## src/rtl/core/icg_fifo.sv

```systemverilog
// Short queue between the front and back parts of the envelope gain core.
// Generic width and depth; no dependencies.
`timescale 1ns / 1ps

module icg_fifo #(
  parameter int unsigned DW    = 8,
  parameter int unsigned DEPTH = 2
) (
  input  logic          clk_i,
  input  logic          rst_ni,
  input  logic          wr_valid_i,
  output logic          wr_ready_o,
  input  logic [DW-1:0] wr_data_i,
  output logic          rd_valid_o,
  input  logic          rd_ready_i,
  output logic [DW-1:0] rd_data_o
);

  localparam int unsigned PTRW = $clog2(DEPTH);
  localparam int unsigned CNTW = $clog2(DEPTH + 1);

  logic [DW-1:0]   slot_q [DEPTH];
  logic [PTRW-1:0] wr_ptr_q, wr_ptr_d;
  logic [PTRW-1:0] rd_ptr_q, rd_ptr_d;
  logic [CNTW-1:0] count_q, count_d;
  logic            push, pop;

  assign wr_ready_o = (count_q != CNTW'(DEPTH));
  assign rd_valid_o = (count_q != '0);
  assign rd_data_o  = slot_q[rd_ptr_q];
  assign push       = wr_valid_i && wr_ready_o;
  assign pop        = rd_valid_o && rd_ready_i;

  always_comb begin
    wr_ptr_d = wr_ptr_q;
    rd_ptr_d = rd_ptr_q;
    count_d  = count_q;
    if (push) begin
      wr_ptr_d = (wr_ptr_q == PTRW'(DEPTH - 1)) ? '0 : wr_ptr_q + 1'b1;
    end
    if (pop) begin
      rd_ptr_d = (rd_ptr_q == PTRW'(DEPTH - 1)) ? '0 : rd_ptr_q + 1'b1;
    end
    if (push && !pop) begin
      count_d = count_q + 1'b1;
    end else if (pop && !push) begin
      count_d = count_q - 1'b1;
    end
  end

  always_ff @(posedge clk_i or negedge rst_ni) begin
    if (!rst_ni) begin
      wr_ptr_q <= '0;
      rd_ptr_q <= '0;
      count_q  <= '0;
    end else begin
      wr_ptr_q <= wr_ptr_d;
      rd_ptr_q <= rd_ptr_d;
      count_q  <= count_d;
    end
  end

  always_ff @(posedge clk_i) begin
    if (push) begin
      slot_q[wr_ptr_q] <= wr_data_i;
    end
  end

endmodule

```

## config.mk

```make
export PLATFORM = sky130hd
export DESIGN_NAME = icg_fifo
export DESIGN_NICKNAME = d
export VERILOG_FILES = /design/src/rtl/core/icg_fifo.sv
export SDC_FILE = /design/constraint.sdc
export NUM_CORES = 1
export LEC_CHECK = 0
export BUFFER_PORTS_ARGS = -buffer_cell sky130_fd_sc_hd__buf_2
export CAP_MARGIN = 0
export CORE_MARGIN = 2
export CORE_UTILIZATION = 40
export DETAILED_ROUTE_END_ITERATION = 10
export GPL_TIMING_DRIVEN = 0
export SLEW_MARGIN = 20
export SYNTH_ARGS = -nofsm -noshare
export SYNTH_HDL_FRONTEND = slang
export SYNTH_SLANG_ARGS = --single-unit
```

## constraint.sdc

```tcl
create_clock -name clk_i -period 1.9 [get_ports clk_i]
set_input_delay 0.19 -clock clk_i [delete_from_list [all_inputs] [get_ports clk_i]]
set_output_delay 0.19 -clock clk_i [all_outputs]
set_load 0.01 [all_outputs]
```

==> qor.yml <==
outcome:
  status: "completed"
min_path:
  min_from: "wr_data_i[4]"
  hold_path_class: "primary input to register"
power_and_ir_drop:
  p_clk_share_pct: 14.2
  p_seq_share_pct: 48.2
  comb_power_share_pct: 37.6
  power.internal_mw: 0.960
  p_per_area_nw_per_um2: 1440
  p_leak_nw: 0.392
  vdd_ir_drop_max_v: 0.000737
  p_sw_mw: 0.427
  switching_share_pct: 30.8
finish:
  area_growth_pct: 22.3
  n_antenna_cell: 0
  fillers: 181
  layout_commonest_cell: "buf_2"
  postLayoutCoreUtil_pct: 50.6
  drive_gt1_share_pct: 52.2
  final_cell_mix: "buf_2 (22), edfxtp_1 (16), mux2_2 (8)"
  fin_nets: 83
die:
  initial_core_util_pct: 41.4
  rows: 16
  fp.dieH_um: 48.4
  io_pins: 22
  dieArea_um2: 2340
  core_area_um2: 1900
  die_w_um: 48.4
logic_synthesis:
  synth_area_leader_cell: "edfxtp_1"
  seq_area_frac_synth_pct: 73.8
  ys_warn_count: 0
  synthMuxAreaShare_pct: 11.4
  yosysTopAreaCellShare_pct: 61.0
  postSynthCellCount: 43
  ys_types: 14
  ys_ff_latch: 20
  synth_nets: 56
  synth-simple-area-share_pct: 6.52
  synth.cell_area_um2: 787
  synth_top_family_by_area: "multiplexers"
  synthAdderAreaFrac_pct: 1.59
  synth-xor-area-share_pct: 5.56
  synth-compound-area-share_pct: 0
  ys_top_cells_by_area: "edfxtp_1 (61%), dfrtp_1 (13%), mux2_2 (11%)"
  avgSynthCellArea_um2: 18.3
timing:
  slew_violations: 0
  finClkSkew_ns: 0.00912
  rsz0062_at_grt: "false"
  tightest_slew_ns: 0.654
  hold_viol_final: 0
  setup_violations: 0
  relSlewSlack_pct: 56.2
  period_minus_slack_ns: 1.55
  fin_crit_sh_pct: 81.6
  max_freq_ghz: 0.645
  tns_ns: 0
  timing.hold.ws_ns: 0.0800
worst_setup_path:
  cp-startpoint: "count_q[0]"
  required_ns: 1.83
  critical_path.startpoint_type: "register"
  worstSetupPathType: "register to register"
  endpoint_kind: "register"
  critPathMaxFanout: 8
  timing.rr.start: "count_q[0]"
  crit_arrival_ns: 1.48
routing:
  viasPerCell: 4.29
  drt-initial-drc-count: 2
  remaining_drc_errors: 0
  routedWlPerCell_um: 11.6
  dr.pass1.iters: 2
  vias: 412
  wl_mm: 1.11
  antenna_left: 0
grt:
  grt_pass1_wl_mm: 1.84
  grt_pass1_vias: 422
  grt.total_usage_pct: 10.7
  gr-total-overflow: 0
  antenna_found_initial: 0
  grt_max_degree: 12
clocking:
  worst_setup_hold_path_clk_slew_ns: 0.10
  clock_sinks: 20
  post_cts.repair.setup_buffers: 0
  cts_root_buf: "clkbuf_4"
  numCtsBuffers: 3
  cts_tree: "done"
  htree_levels: 1
  clk_latency_ns: 0.29
  cts.path.max_buffers: 2
placed_design:
  gp_congestion: 0.649
  io_buffers: 21
job:
  drv_cap: 0
## state kept, by name, indices dropped and copies added, names as in the netlist
name	flops
rd_ptr_q	1
slot_q	16
count_q	2
wr_ptr_q	1
## cell usage after synthesis, drive strengths merged
cell	number
nand2b	1
xnor2	3
or2	1
buf	1
ha	1
nor2	2
inv	1
mux2	8
nand2	2
dfrtp	4
xor2	2
and3	1
edfxtp	16
## layer usage
layer / routed length (um) / vias up / GRT usage (%)
met5: 0 / - / 0
met4: 22 / 0 / 7.14
met2: 557 / 11 / 17.1
met3: 55 / 4 / 3.40
met1: 475 / 191 / 12.4
li1: - / 206 / -
## power groups by stage
| stage | Sequential, mW | Clock [mW] | Combinational (mW) |
|---|---|---|---|
| detailed placement | 0.677 | 0 | 0.534 |
| floorplan | 0.667 | 0 | 0.380 |
| global route | 0.684 | 0.223 | 0.583 |
| finish | 0.669 | 0.196 | 0.522 |
| CTS | 0.669 | 0.209 | 0.537 |
| global placement | 0.676 | 0 | 0.529 |
## cells by family (layout without fill, tap and decap cells)
logic type	count (synthesis)	in the layout
fa+ha+maj	1	1
flops	20	20
buf+inv	2	28
xor+xnor	5	5
simple gates	7	7
mux	8	8
## worst paths after layout
kind                       slack [ns]            to  cells after the start
min reg2reg                      0.50      wr_ptr_q                      1
max reg2reg                      0.35  slot_q[0][2]                      3
min in group asynchronous        0.22      wr_ptr_q                      2
max                              0.35  slot_q[0][2]                      3
min                              0.08  slot_q[0][4]                      1
max in group asynchronous        1.55    count_q[1]                      2
## final cells by class
cell class	instances	area, um^2	area share, %
Buffer	1	5.00	0.520
Clock buffer	4	26.3	2.73
Inverter	1	3.75	0.390
Multi-Input combinational cell	21	198	20.5
Sequential cell	20	581	60.3
Tap cell	27	33.8	3.51
Timing Repair Buffer	22	115	12.0
## per-stage QoR
| step | total power, mW | cell area [um^2] | setup WS, ns | cells |
|---|---|---|---|---|
| after CTS | 1.41 | 962 | 0.284 | 96 |
| after detailed placement | 1.21 | 926 | 0.297 | 91 |
| after global routing | 1.49 | 962 | 0.200 | 96 |
| after floorplan | 1.05 | 787 | 0.514 | 43 |
| after global placement | 1.20 | 926 | 0.268 | 91 |
| final | 1.39 | 962 | 0.350 | 96 |
## critical path, cell delays in order (launching register included)
cell and delay (ns):
dfrtp_1 0.42, nand2b_4 0.16, nand2_1 0.09, nor2_1 0.52
## what timing repair did
item,in CTS,in global routing
endpoints found under the hold margin,4,0
hold buffers,1,0
resized for setup,0,0
Power figures use the tool's default switching activity.
