$ cat config.mk
export PLATFORM = sky130hd
export DESIGN_NAME = icg_front
export DESIGN_NICKNAME = d
export VERILOG_FILES = /design/src/rtl/core/icg_pkg.sv /design/src/rtl/core/icg_front.sv
export SDC_FILE = /design/constraint.sdc
export NUM_CORES = 1
export LEC_CHECK = 0
export BUFFER_PORTS_ARGS = -buffer_cell sky130_fd_sc_hd__clkbuf_2
export CAP_MARGIN = 20
export CORE_UTILIZATION = 62
export CTS_CLUSTER_SIZE = 12
export DETAILED_ROUTE_END_ITERATION = 7
export PLACE_DENSITY = 0.86
export SLEW_MARGIN = 20
export SYNTH_ARGS = -nofsm -noshare
export SYNTH_HDL_FRONTEND = slang
export SYNTH_SLANG_ARGS = --single-unit
$ cat constraint.sdc
create_clock -name clk_i -period 8.5 [get_ports clk_i]
set_input_delay 0 -clock clk_i [delete_from_list [all_inputs] [get_ports clk_i]]
set_output_delay 0 -clock clk_i [all_outputs]
set_load 0.05 [all_outputs]
$ cat src/rtl/core/icg_pkg.sv
// Package of the envelope gain core: default sizes, reset constants and types.
// Used by every module of the core except icg_fifo; depends on nothing.
`timescale 1ns / 1ps

package icg_pkg;

  localparam int unsigned ColumnsDefault    = 960;
  localparam int unsigned RowsDefault       = 960;
  localparam int unsigned QueueDepthDefault = 2;

  localparam int unsigned PhaseW   = 32;
  localparam int unsigned SampleW  = 24;
  localparam int unsigned PixelW   = 10;
  localparam int unsigned WordBits = 32;

  localparam logic [PhaseW-1:0] StepReset = 32'd89478;

  typedef enum logic {
    OP_WRITE,
    OP_SAMPLE
  } op_e;

  typedef enum logic [3:0] {
    ST_CLEAR,
    ST_IDLE,
    ST_WR_RD,
    ST_WR_WB,
    ST_SC_RD,
    ST_SC_CHK,
    ST_MUL,
    ST_DIV,
    ST_DONE
  } back_state_e;

endpackage

$ cat src/rtl/core/icg_front.sv
// Front part of the envelope gain core: input transfer, phase accumulator,
// column lookup and pixel range check. Depends on icg_pkg.
`timescale 1ns / 1ps

module icg_front #(
  parameter int unsigned COLUMNS = icg_pkg::ColumnsDefault,
  parameter int unsigned ROWS    = icg_pkg::RowsDefault,
  localparam int unsigned CW     = $clog2(COLUMNS),
  localparam int unsigned RIW    = $clog2(ROWS)
) (
  input  logic                                clk_i,
  input  logic                                rst_ni,
  input  logic                                in_valid_i,
  output logic                                in_ready_o,
  input  logic                                kind_i,
  input  logic [icg_pkg::PixelW-1:0]          pixel_col_i,
  input  logic [icg_pkg::PixelW-1:0]          pixel_row_i,
  input  logic                                pixel_lit_i,
  input  logic signed [icg_pkg::SampleW-1:0]  sample_in_i,
  input  logic                                cfg_valid_i,
  output logic                                cfg_ready_o,
  input  logic [icg_pkg::PhaseW-1:0]          cfg_phase_step_i,
  input  logic                                clear_busy_i,
  output logic                                push_valid_o,
  input  logic                                push_ready_i,
  output icg_pkg::op_e                        push_op_o,
  output logic [CW-1:0]                       push_col_o,
  output logic [RIW-1:0]                      push_row_o,
  output logic                                push_lit_o,
  output logic signed [icg_pkg::SampleW-1:0]  push_sample_o
);

  localparam int unsigned PW = icg_pkg::PhaseW;

  logic [PW-1:0]                      step_q;
  logic [PW-1:0]                      phase_q;
  logic                               hold_valid_q, hold_valid_d;
  logic                               hold_kind_q;
  logic [icg_pkg::PixelW-1:0]         hold_col_q;
  logic [icg_pkg::PixelW-1:0]         hold_row_q;
  logic                               hold_lit_q;
  logic signed [icg_pkg::SampleW-1:0] hold_sample_q;
  logic [PW-1:0]                      hold_phase_q;
  logic [PW+CW-1:0]                   col_prod;
  logic                               in_range, drop, consume, accept;

  assign cfg_ready_o = 1'b1;

  assign in_range = (32'(hold_col_q) < COLUMNS) && (32'(hold_row_q) < ROWS);
  assign drop     = hold_valid_q && !hold_kind_q && !in_range;
  assign consume  = drop || (push_valid_o && push_ready_i);
  assign accept   = in_valid_i && in_ready_o;

  assign in_ready_o   = !clear_busy_i && (!hold_valid_q || consume);
  assign push_valid_o = hold_valid_q && !drop;

  assign col_prod      = (PW + CW)'(hold_phase_q) * (PW + CW)'(COLUMNS);
  assign push_op_o     = hold_kind_q ? icg_pkg::OP_SAMPLE : icg_pkg::OP_WRITE;
  assign push_col_o    = hold_kind_q ? col_prod[PW+CW-1:PW] : CW'(hold_col_q);
  assign push_row_o    = RIW'(hold_row_q);
  assign push_lit_o    = hold_lit_q;
  assign push_sample_o = hold_sample_q;

  always_comb begin
    hold_valid_d = hold_valid_q;
    if (accept) begin
      hold_valid_d = 1'b1;
    end else if (consume) begin
      hold_valid_d = 1'b0;
    end
  end

  always_ff @(posedge clk_i or negedge rst_ni) begin
    if (!rst_ni) begin
      step_q       <= icg_pkg::StepReset;
      phase_q      <= '0;
      hold_valid_q <= 1'b0;
    end else begin
      hold_valid_q <= hold_valid_d;
      if (cfg_valid_i) begin
        step_q <= cfg_phase_step_i;
      end
      if (accept && kind_i) begin
        phase_q <= phase_q + step_q;
      end
    end
  end

  always_ff @(posedge clk_i) begin
    if (accept) begin
      hold_kind_q   <= kind_i;
      hold_col_q    <= pixel_col_i;
      hold_row_q    <= pixel_row_i;
      hold_lit_q    <= pixel_lit_i;
      hold_sample_q <= sample_in_i;
      hold_phase_q  <= phase_q;
    end
  end

endmodule

==> flow_summary.toml, run 1 <==
[run_status]
status = "completed"

[cells_and_area]
final_common_cell = "clkbuf_2"
mostFrequentLayoutCells = "clkbuf_2, inv_1, dlygate4sd3_1, edfxtp_1, ha_1"
postLayoutCoreUtil_pct = 80.23
diodes = 0
area_delta_synth_final_pct = 24.90
drive_gt1_share_pct = 22.29
nNetsFinal = 1207

[clocking]
clock_sinks = 143
cts_resized = 0
cts_hold_buffers = 79
root_buffer = "clkbuf_16"
clk_path_buf_depth = 2
cts_tree = "yes"
cts_made_buffers = 17
post_cts_buffers = 0
clkSlewWorstSetupHoldPaths_ps = 60
clk_latency_ps = 430
cts-htree-levels = 4

[min_path]
hold_end = "hold_valid_q"
min_path_cells = 3
worst_hold_startpoint = "push_ready_i"
hold_path_class = "input pin to flop"

[synth]
synth-seq-area-share_pct = 44.13
netlist-cell-type-count = 63
ys_warn_count = 0
ys_async_sr_fraction_pct = 45.45
yosys-top-cells-area = "edfxtp_1, dfrtp_1, fa_1, ha_1, mux2_2"
avgSynthCellArea_um2 = 11.65
synth_fp_nets = 989
syn_inst = 774
synth_edf_count = 78
synthFlopType = "edfxtp_1"
yosysTopAreaCellShare_pct = 25.97
synth_top_area_cell = "edfxtp_1"
ys_ff_latch = 143
synthesis.area_um2 = 9020

[route]
viasPerCell = 5.874
routedWlPerCell_um = 18.69
drt-initial-drc-count = 538
antenna_left = 0
route.vias.total = 6961
routed_wl_um = 22150
drtPass1Iterations = 5
drc_errors = 0

[timing]
min_period_ps = 4477
relSlewSlack_pct = 29.65
whs_ps = 59.52
hold_viol = 0
tightest_slew_ps = 1055
slew_viol_final = 0
setup_viol = 0
fmax_mhz = 223.4
rsz0062_at_grt = "no"
setup_tns_ps = 0
skew_ps = 10.81
finalCritPeriodShare_pct = 52.67

[critical_path]
crit_path_end_kind = "primary output"
crit_path_top_delay_cell = "fa_1"
reg2regPathDepth = 7
path_cells = "inv_1 -> fa_1 -> fa_1 -> inv_1 -> ha_1 -> nand4_1 -> nor2_1 -> nand4_1 -> nor4_1 -> nor3_2 -> o211ai_2 -> a21oi_2 -> xnor2_1 -> mux2_4 -> clkbuf_2"
critPathKind = "flop to primary output"
worstPathArrival_ps = 4480
slowest_delay_ps = 560
reg2reg_slack_ps = 5250
r2r-start = "hold_kind_q"
crit_path_start_kind = "flop"
required_ps = 8500
worstPathMaxFanout = 5
r2r_end = "phase_q[11]"

[global_routing]
track_usage_pct = 31.83
grt_max_degree = 81
overflow = 0
antenna_found_initial = 0
grt_pass1_vias = 7331
grt_pass1_wl_um = 35990

[flow_run]
max-cap-violations = 0

[power_and_ir_drop]
leakage_nw = 5.217
p_comb_share_pct = 54.5
pwr-share-clk_pct = 19.8
switching_share_pct = 43.86
p_sw_mw = 1.725
ir_drop_uv = 230.9
p_seq_share_pct = 25.7
power_density_nw_per_um2 = 349.0
internal_power_mw = 2.208

[die]
die_w_um = 122.6
start_util_pct = 64.23
fp-row-count = 43
core_area_um2 = 14040
die_h_um = 122.6
ios = 133
dieArea_um2 = 15030

[placed_design]
place.gp.congestion = 0.8879
dp_hpwl_um = 13170
port_buffers = 131
-- synthesized netlist by cell type, drive strengths merged (2+ instances only) --
| cell type | n |
|---|---|
| inv | 102 |
| edfxtp | 78 |
| ha | 70 |
| nand2 | 69 |
| fa | 61 |
| dfrtp | 56 |
| a21oi | 47 |
| o21ai | 46 |
| mux2 | 37 |
| a21o | 28 |
| nor2 | 19 |
| xnor2 | 19 |
| xor2 | 13 |
| nand4 | 10 |
| o21a | 10 |
| clkbuf | 9 |
| dfstp | 9 |
| nor3 | 9 |
| nand3 | 8 |
| o211ai | 8 |
| o31ai | 6 |
| nor2b | 5 |
| buf | 4 |
| a211oi | 3 |
| a221oi | 3 |
| and3 | 3 |
| nand2b | 3 |
| nor4 | 3 |
| o2111ai | 3 |
| or3 | 3 |
| a211o | 2 |
| a31oi | 2 |
| a41oi | 2 |
| and2 | 2 |
| and4 | 2 |
| nand3b | 2 |
| nor3b | 2 |
| o21bai | 2 |
| o22ai | 2 |
| o41ai | 2 |
-- worst max path at each step --
stage | from | cells after the start | to | slack [ps]
final | hold_phase_q[22] | 15 | push_col_o[7] | 4020
after CTS | hold_phase_q[25] | 15 | push_col_o[7] | 4140
after global placement | hold_phase_q[24] | 15 | push_col_o[7] | 4710
after detailed placement | hold_phase_q[24] | 15 | push_col_o[7] | 4610
after global routing | hold_phase_q[22] | 15 | push_col_o[7] | 3870
after floorplan | push_row_o[7] | 10 | phase_q[26] | 3770
-- metrics by stage --
step / instances / power, mW / setup WS [ps] / area [um^2]
floorplan: 774 / 2.570 / 3768 / 9020
global placement: 1074 / 2.924 / 4711 / 9864
detailed placement: 1074 / 3.010 / 4607 / 9864
CTS: 1185 / 3.849 / 4143 / 11270
global route: 1185 / 4.194 / 3871 / 11270
finish: 1185 / 3.932 / 4023 / 11270
-- flip-flops by register name, indices dropped and copies added (netlist names), 10 cells and up --
name,cells
push_sample_o,24
phase_q,32
hold_col_q,10
step_q,32
push_row_o,10
hold_phase_q,32
-- per-layer routing --
layer | wire [um] | track usage (%)
met5 | 0 | 0
met2 | 11370 | 54.56
met4 | 796 | 16.16
met1 | 8552 | 38.16
met3 | 1428 | 6.413
-- power groups by stage --
| stage | Clock (mW) | Combinational (mW) | Sequential [mW] |
|---|---|---|---|
| floorplan | 0 | 1.58 | 0.986 |
| global placement | 0 | 1.92 | 1.00 |
| detailed placement | 0 | 2.00 | 1.01 |
| CTS | 0.774 | 2.08 | 0.999 |
| global route | 0.807 | 2.37 | 1.02 |
| finish | 0.779 | 2.14 | 1.01 |
-- worst max-delay path: cells and delay by family, from the launching register on --
kind                       cells  cell delay (ps)
and+or+nand+nor                5             1060
buffers and inverters          3              520
muxes                          1              250
xor gates and xnor gates       1              130
AOI/OAI and AO/OA              2              330
DFF                            1              360
adders and majority gates      3             1420
-- area by class of cell --
cell class                      instances  area (um^2)
Clock buffer                           18        429.2
Clock inverter                         14        181.4
Fill cell                             713         2776
Inverter                              102        382.9
Multi-Input combinational cell        516         4606
Sequential cell                       143         3980
Tap cell                              180        225.2
Timing Repair Buffer                  212         1461
-- cells by family after synthesis --
| group | count (synthesis) | share of synthesized area (%) |
|---|---|---|
| multiplexers | 37 | 4.661 |
| AO/OA/AOI/OAI | 172 | 12.53 |
| XOR/XNOR | 32 | 3.107 |
| flip-flops | 143 | 44.13 |
| other | 1 | 0.04157 |
| adder cells (fa/ha/maj) | 131 | 23.25 |
| AND/OR/NAND/NOR | 143 | 7.449 |
| buffers and inverters | 115 | 4.841 |
Power figures use the tool's default switching activity.
==> run 2, diff against run 1 <==
Settings changed: CORE_UTILIZATION 62 to 58, PLACE_DENSITY 0.86 to 0.81.
Clock period 8.5 ns to 4.26 ns, I/O delays scaled along.
==> flow_summary.toml, run 2 (synthesis gave the netlist of run 1 again) <==
[route]
drc_errors = 0
routedWlPerCell_um = 16.05
viasPerCell = 5.410
routed_wl_um = 19340
drtPass1Iterations = 5
antenna_left = 0
drt-initial-drc-count = 407
route.vias.total = 6519

[cells_and_area]
top_regs = "hold_phase_q x32, phase_q x32, step_q x32"
diodes = 0
postLayoutCoreUtil_pct = 74.95
final_common_cell = "clkbuf_2"
nNetsFinal = 1219
area_delta_synth_final_pct = 26.31
drive_gt1_share_pct = 26.94
mostFrequentLayoutCells = "clkbuf_2, dlygate4sd3_1, edfxtp_1, inv_1, nand2_1"

[global_routing]
track_usage_pct = 25.61
grt_pass1_vias = 6745
grt_pass1_wl_um = 32080
antenna_found_initial = 0
grt_max_degree = 80
overflow = 0

[die]
die_h_um = 126.7
dieArea_um2 = 16050
core_area_um2 = 15200
fp-row-count = 45
die_w_um = 126.7
ios = 133
start_util_pct = 59.33

[timing]
setup_viol = 0
hold_viol = 0
setup_tns_ps = 0
relSlewSlack_pct = 34.93
finalCritPeriodShare_pct = 96.68
min_period_ps = 4119
skew_ps = 9.939
fmax_mhz = 242.8
slew_viol_final = 0
tightest_slew_ps = 976.0
whs_ps = 29.98

[critical_path]
worstSetupEndpoint = "push_col_o[7]"
crit_path_end_kind = "primary output"
required_ps = 4260
critPathKind = "flop to primary output"
crit_path_start_kind = "flop"
worstPathMaxFanout = 3
r2r_end = "phase_q[30]"
cp-startpoint = "hold_phase_q[9]"
worstPathArrival_ps = 4120
r2r-start = "phase_q[0]"
reg2reg_slack_ps = 1210
reg2regPathDepth = 12

[clocking]
clk_latency_ps = 420
clkSlewWorstSetupHoldPaths_ps = 60
cts_tree = "yes"
root_buffer = "clkbuf_16"
clk_path_buf_depth = 2
clock_sinks = 143
cts-htree-levels = 4
cts_made_buffers = 17

[placed_design]
port_buffers = 131
dp_hpwl_um = 12610
place.gp.congestion = 0.9117

[min_path]
hold_path_class = "input pin to flop"

[power_and_ir_drop]
power_density_nw_per_um2 = 679.0
ir_drop_uv = 382.3
leakage_nw = 5.235

[run_status]
status = "completed"

[flow_run]
max-cap-violations = 0
==> run 2: cell count changes in the layout (fill, tap and decap cells not counted), moves of 3 or more <==
cell | before | now
ha_1 | 70 | 67
buf_4 | 2 | 15
clkinv_2 | 1 | 4
inv_2 | 0 | 26
inv_1 | 102 | 76
clkbuf_2 | 131 | 127
==> run 2: how the worst min path moves through the flow <==
| stage | end | cells past startpoint | startpoint |
|---|---|---|---|
| floorplan | hold_valid_q | 0 | rst_ni |
| global placement | phase_q[9] | 1 | rst_ni |
| detailed placement | phase_q[9] | 1 | rst_ni |
| CTS | hold_valid_q | 3 | push_ready_i |
| global route | hold_valid_q | 3 | push_ready_i |
| finish | hold_valid_q | 3 | push_ready_i |
==> run 2: per-stage QoR <==
stage | std cells | total power, mW | cell area [um^2] | setup WS, ps
CTS | 1197 | 7.514 | 11240 | 3.265
detailed placement | 1085 | 5.964 | 9897 | 383.0
global placement | 1085 | 5.836 | 9897 | 466.8
finish | 1205 | 7.736 | 11390 | 141.5
global route | 1205 | 8.336 | 11390 | -22.01
floorplan | 774 | 5.127 | 9021 | 110.9
==> run 2: where the power goes <==
group          internal (mW)  switching (mW)  total, mW
clock network          0.806           0.593       1.40
logic                   1.82            2.52       4.34
registers               1.77           0.231       2.00
total                   4.39            3.34       7.74
==> run 2: worst max-delay path, cell delays in order (launching register included) <==
cell and delay, ps:
edfxtp_1 430, inv_2 130, fa_1 460, fa_1 510, inv_1 40, ha_1 210
or3_4 400, a211oi_4 290, nor4_2 100, nor3_2 270, o211ai_2 160, a21oi_2 170
xnor2_1 70, mux2_4 260, clkbuf_4 210
==> run 2: cell type report <==
cell class	count	area, um^2
clock buffers	19	432.9
clock inverters	13	112.6
fillers	956	3809
inverters	102	382.9
multi-input cells	516	4687
flip-flops and latches	143	3980
well taps	188	235.2
repair buffers	224	1563
==> run 2: repair_timing <==
action,in CTS,in global routing
cloned,0,0
resized for setup,5,47
pin swaps,1,9
buffers inserted,1,8
hold buffers,79,0
hold endpoints to repair,103,0
endpoints found under the setup margin,3,8
==> run 2: per-layer routing <==
| layer | GRT usage [%] | vias up | part of all wire [%] | routed length [um] |
|---|---|---|---|---|
| met4 | 6.723 | 0 | 1.4 | 265 |
| met1 | 33.57 | 3132 | 44 | 8567 |
| met2 | 44.00 | 173 | 50 | 9652 |
| li1 | - | 3182 | - | - |
| met5 | 0 | - | 0 | 0 |
| met3 | 5.019 | 32 | 4.4 | 853 |
==> run 3, diff against run 2 <==
Settings changed: CORE_UTILIZATION 58 to 35, PLACE_DENSITY 0.81 to 0.61.
==> flow_summary.toml, run 3 (synthesis gave the netlist of run 1 again) <==
[run_status]
status = "completed"

[critical_path]
worstPathBufferInverterCount = 3
reg2regPathDepth = 11
required_ps = 4260
critPathKind = "flop to primary output"
worstPathMaxFanout = 3
crit_cells = 15
worstPathArrival_ps = 4050
cpMostUsedCell = "fa_1"
crit_path_start_kind = "flop"
path_cells = "inv_2 -> fa_1 -> inv_1 -> fa_1 -> ha_1 -> nand3_1 -> o22ai_2 -> a211oi_4 -> nor4_1 -> nor3_2 -> o211ai_2 -> a21oi_2 -> xnor2_1 -> mux2_4 -> clkbuf_8"
cpLargestDelayFamily = "adder cells"
crit_path_top_delay_cell = "fa_1"
crit_path_end_kind = "primary output"
slowest_delay_ps = 530

[cells_and_area]
diodes = 0
mostFrequentLayoutCells = "clkbuf_2, inv_1, dlygate4sd3_1, edfxtp_1, nand2_1"
final_common_cell = "clkbuf_2"
postLayoutCoreUtil_pct = 45.88
design_area_um2 = 11590
fillers = 2324
area_delta_synth_final_pct = 28.45
drive_gt1_share_pct = 26.01
top_regs = "hold_phase_q x32, phase_q x32, step_q x32"
nNetsFinal = 1217

[power_and_ir_drop]
p_seq_share_pct = 25.7
power_density_nw_per_um2 = 667.8
pwr-share-clk_pct = 19.5
leakage_nw = 5.246
p_sw_mw = 3.267
switching_share_pct = 42.23
p_comb_share_pct = 54.8
ir_drop_uv = 541.7
internal_power_mw = 4.470

[global_routing]
antenna_found_initial = 0
grt_pass1_vias = 6238
grt_pass1_wl_um = 30340
grt_max_degree = 80
overflow = 0
track_usage_pct = 14.44

[route]
viasPerCell = 4.680
routed_wl_um = 18060
drtPass1Iterations = 6
routedWlPerCell_um = 13.43
antenna_left = 0
drc_errors = 0
drt-initial-drc-count = 294
route.vias.total = 6294

[clocking]
clock_sinks = 143
cts-htree-levels = 4
cts_made_buffers = 17
clkSlewWorstSetupHoldPaths_ps = 60
clk_latency_ps = 430
clk_path_buf_depth = 2
root_buffer = "clkbuf_16"
cts_tree = "yes"

[timing]
tightest_slew_ps = 965.3
fmax_mhz = 246.6
hold_viol = 0
setup_tns_ps = 0
min_period_ps = 4054
relSlewSlack_pct = 35.64
fin_ws_ps = 205.6
skew_ps = 19.40
slew_viol_final = 0
finalCritPeriodShare_pct = 95.17
setup_viol = 0

[die]
start_util_pct = 35.72
fp-row-count = 58
dieArea_um2 = 26420
die_h_um = 162.5
core_area_um2 = 25250
die_w_um = 162.5
ios = 133

[placed_design]
place.gp.congestion = 0.8518
port_buffers = 131
place_ws_ps = 329.7
post_dp_cell_area_um2 = 10070
dp_hpwl_um = 13280

[min_path]
hold_path_class = "input pin to flop"
min_path_cells = 3

[flow_run]
max-cap-violations = 0
run 3: cell types whose count changed in the layout (fill, tap and decap cells not counted), moves of 2 or more:
cell,delta
buf_4,-3
bufinv_16,+2
clkinv_2,-2
clkinv_4,+3
inv_1,+3
inv_2,-3
o21ai_1,+2
run 3: what timing repair did:
item / in CTS / in global routing
pin swaps: 2 / 11
setup endpoints to repair: 4 / 9
buffers inserted: 4 / 3
hold buffers: 79 / 0
gates resized for setup: 9 / 37
hold endpoints to repair: 134 / 0
run 3: path summary, 6_finish.rpt:
check	start	endpoint	slack, ps
setup reg to reg	step_q[1]	phase_q[26]	1140
max in group asynchronous	rst_ni	phase_q[26]	3410
hold reg to reg	phase_q[31]	hold_phase_q[31]	470
min in group asynchronous	rst_ni	step_q[5]	300
setup / recovery	hold_phase_q[6]	push_col_o[7]	210
hold / removal	push_ready_i	hold_valid_q	30
run 3: metal layers:
layer / vias to the layer above / wire length (um) / GRT usage (%)
li1: 3166 / - / -
met4: 0 / 207 / 4.460
met3: 21 / 453 / 2.674
met5: - / 0 / 0
met2: 116 / 8533 / 22.82
met1: 2991 / 8866 / 20.08
run 3: worst reg2reg max path: stages (launching register included):
cell       delay [ps]
dfstp_2           530
inv_1              60
fa_1              460
and2b_1           230
o2111ai_1         160
a41oi_2           270
o2111ai_1         200
a21o_1            230
a211o_1           290
a21oi_2           280
nor3_1            100
o31ai_2           210
run 3: power groups by stage:
stage	combinational [mW]	clock (mW)	sequential (mW)
4_1_cts	4.15	1.55	1.98
2_1_floorplan	3.16	0	1.97
5_1_grt	4.80	1.61	2.02
3_5_place_dp	4.00	0	2.01
6_report	4.24	1.51	1.99
3_3_place_gp	3.96	0	2.00
run 3: area by class of cell:
type	count	area (um^2)	share of cell area (%)
Sequential cell	143	3980	34.35
Tap cell	330	412.9	3.564
Clock inverter	13	162.7	1.404
Clock buffer	19	432.9	3.737
Multi-Input combinational cell	516	4654	40.17
Timing Repair Buffer	222	1560	13.47
Inverter	102	382.9	3.305
run 3: metrics by stage:
| step | total power, mW | cells | hold slack (ps) |
|---|---|---|---|
| 2_1_floorplan | 5.127 | 774 | -295.6 |
| 5_1_grt | 8.431 | 1345 | 29.28 |
| 6_report | 7.738 | 1345 | 28.20 |
| 3_3_place_gp | 5.960 | 1227 | 176.5 |
| 4_1_cts | 7.686 | 1342 | 12.09 |
| 3_5_place_dp | 6.009 | 1227 | 178.6 |
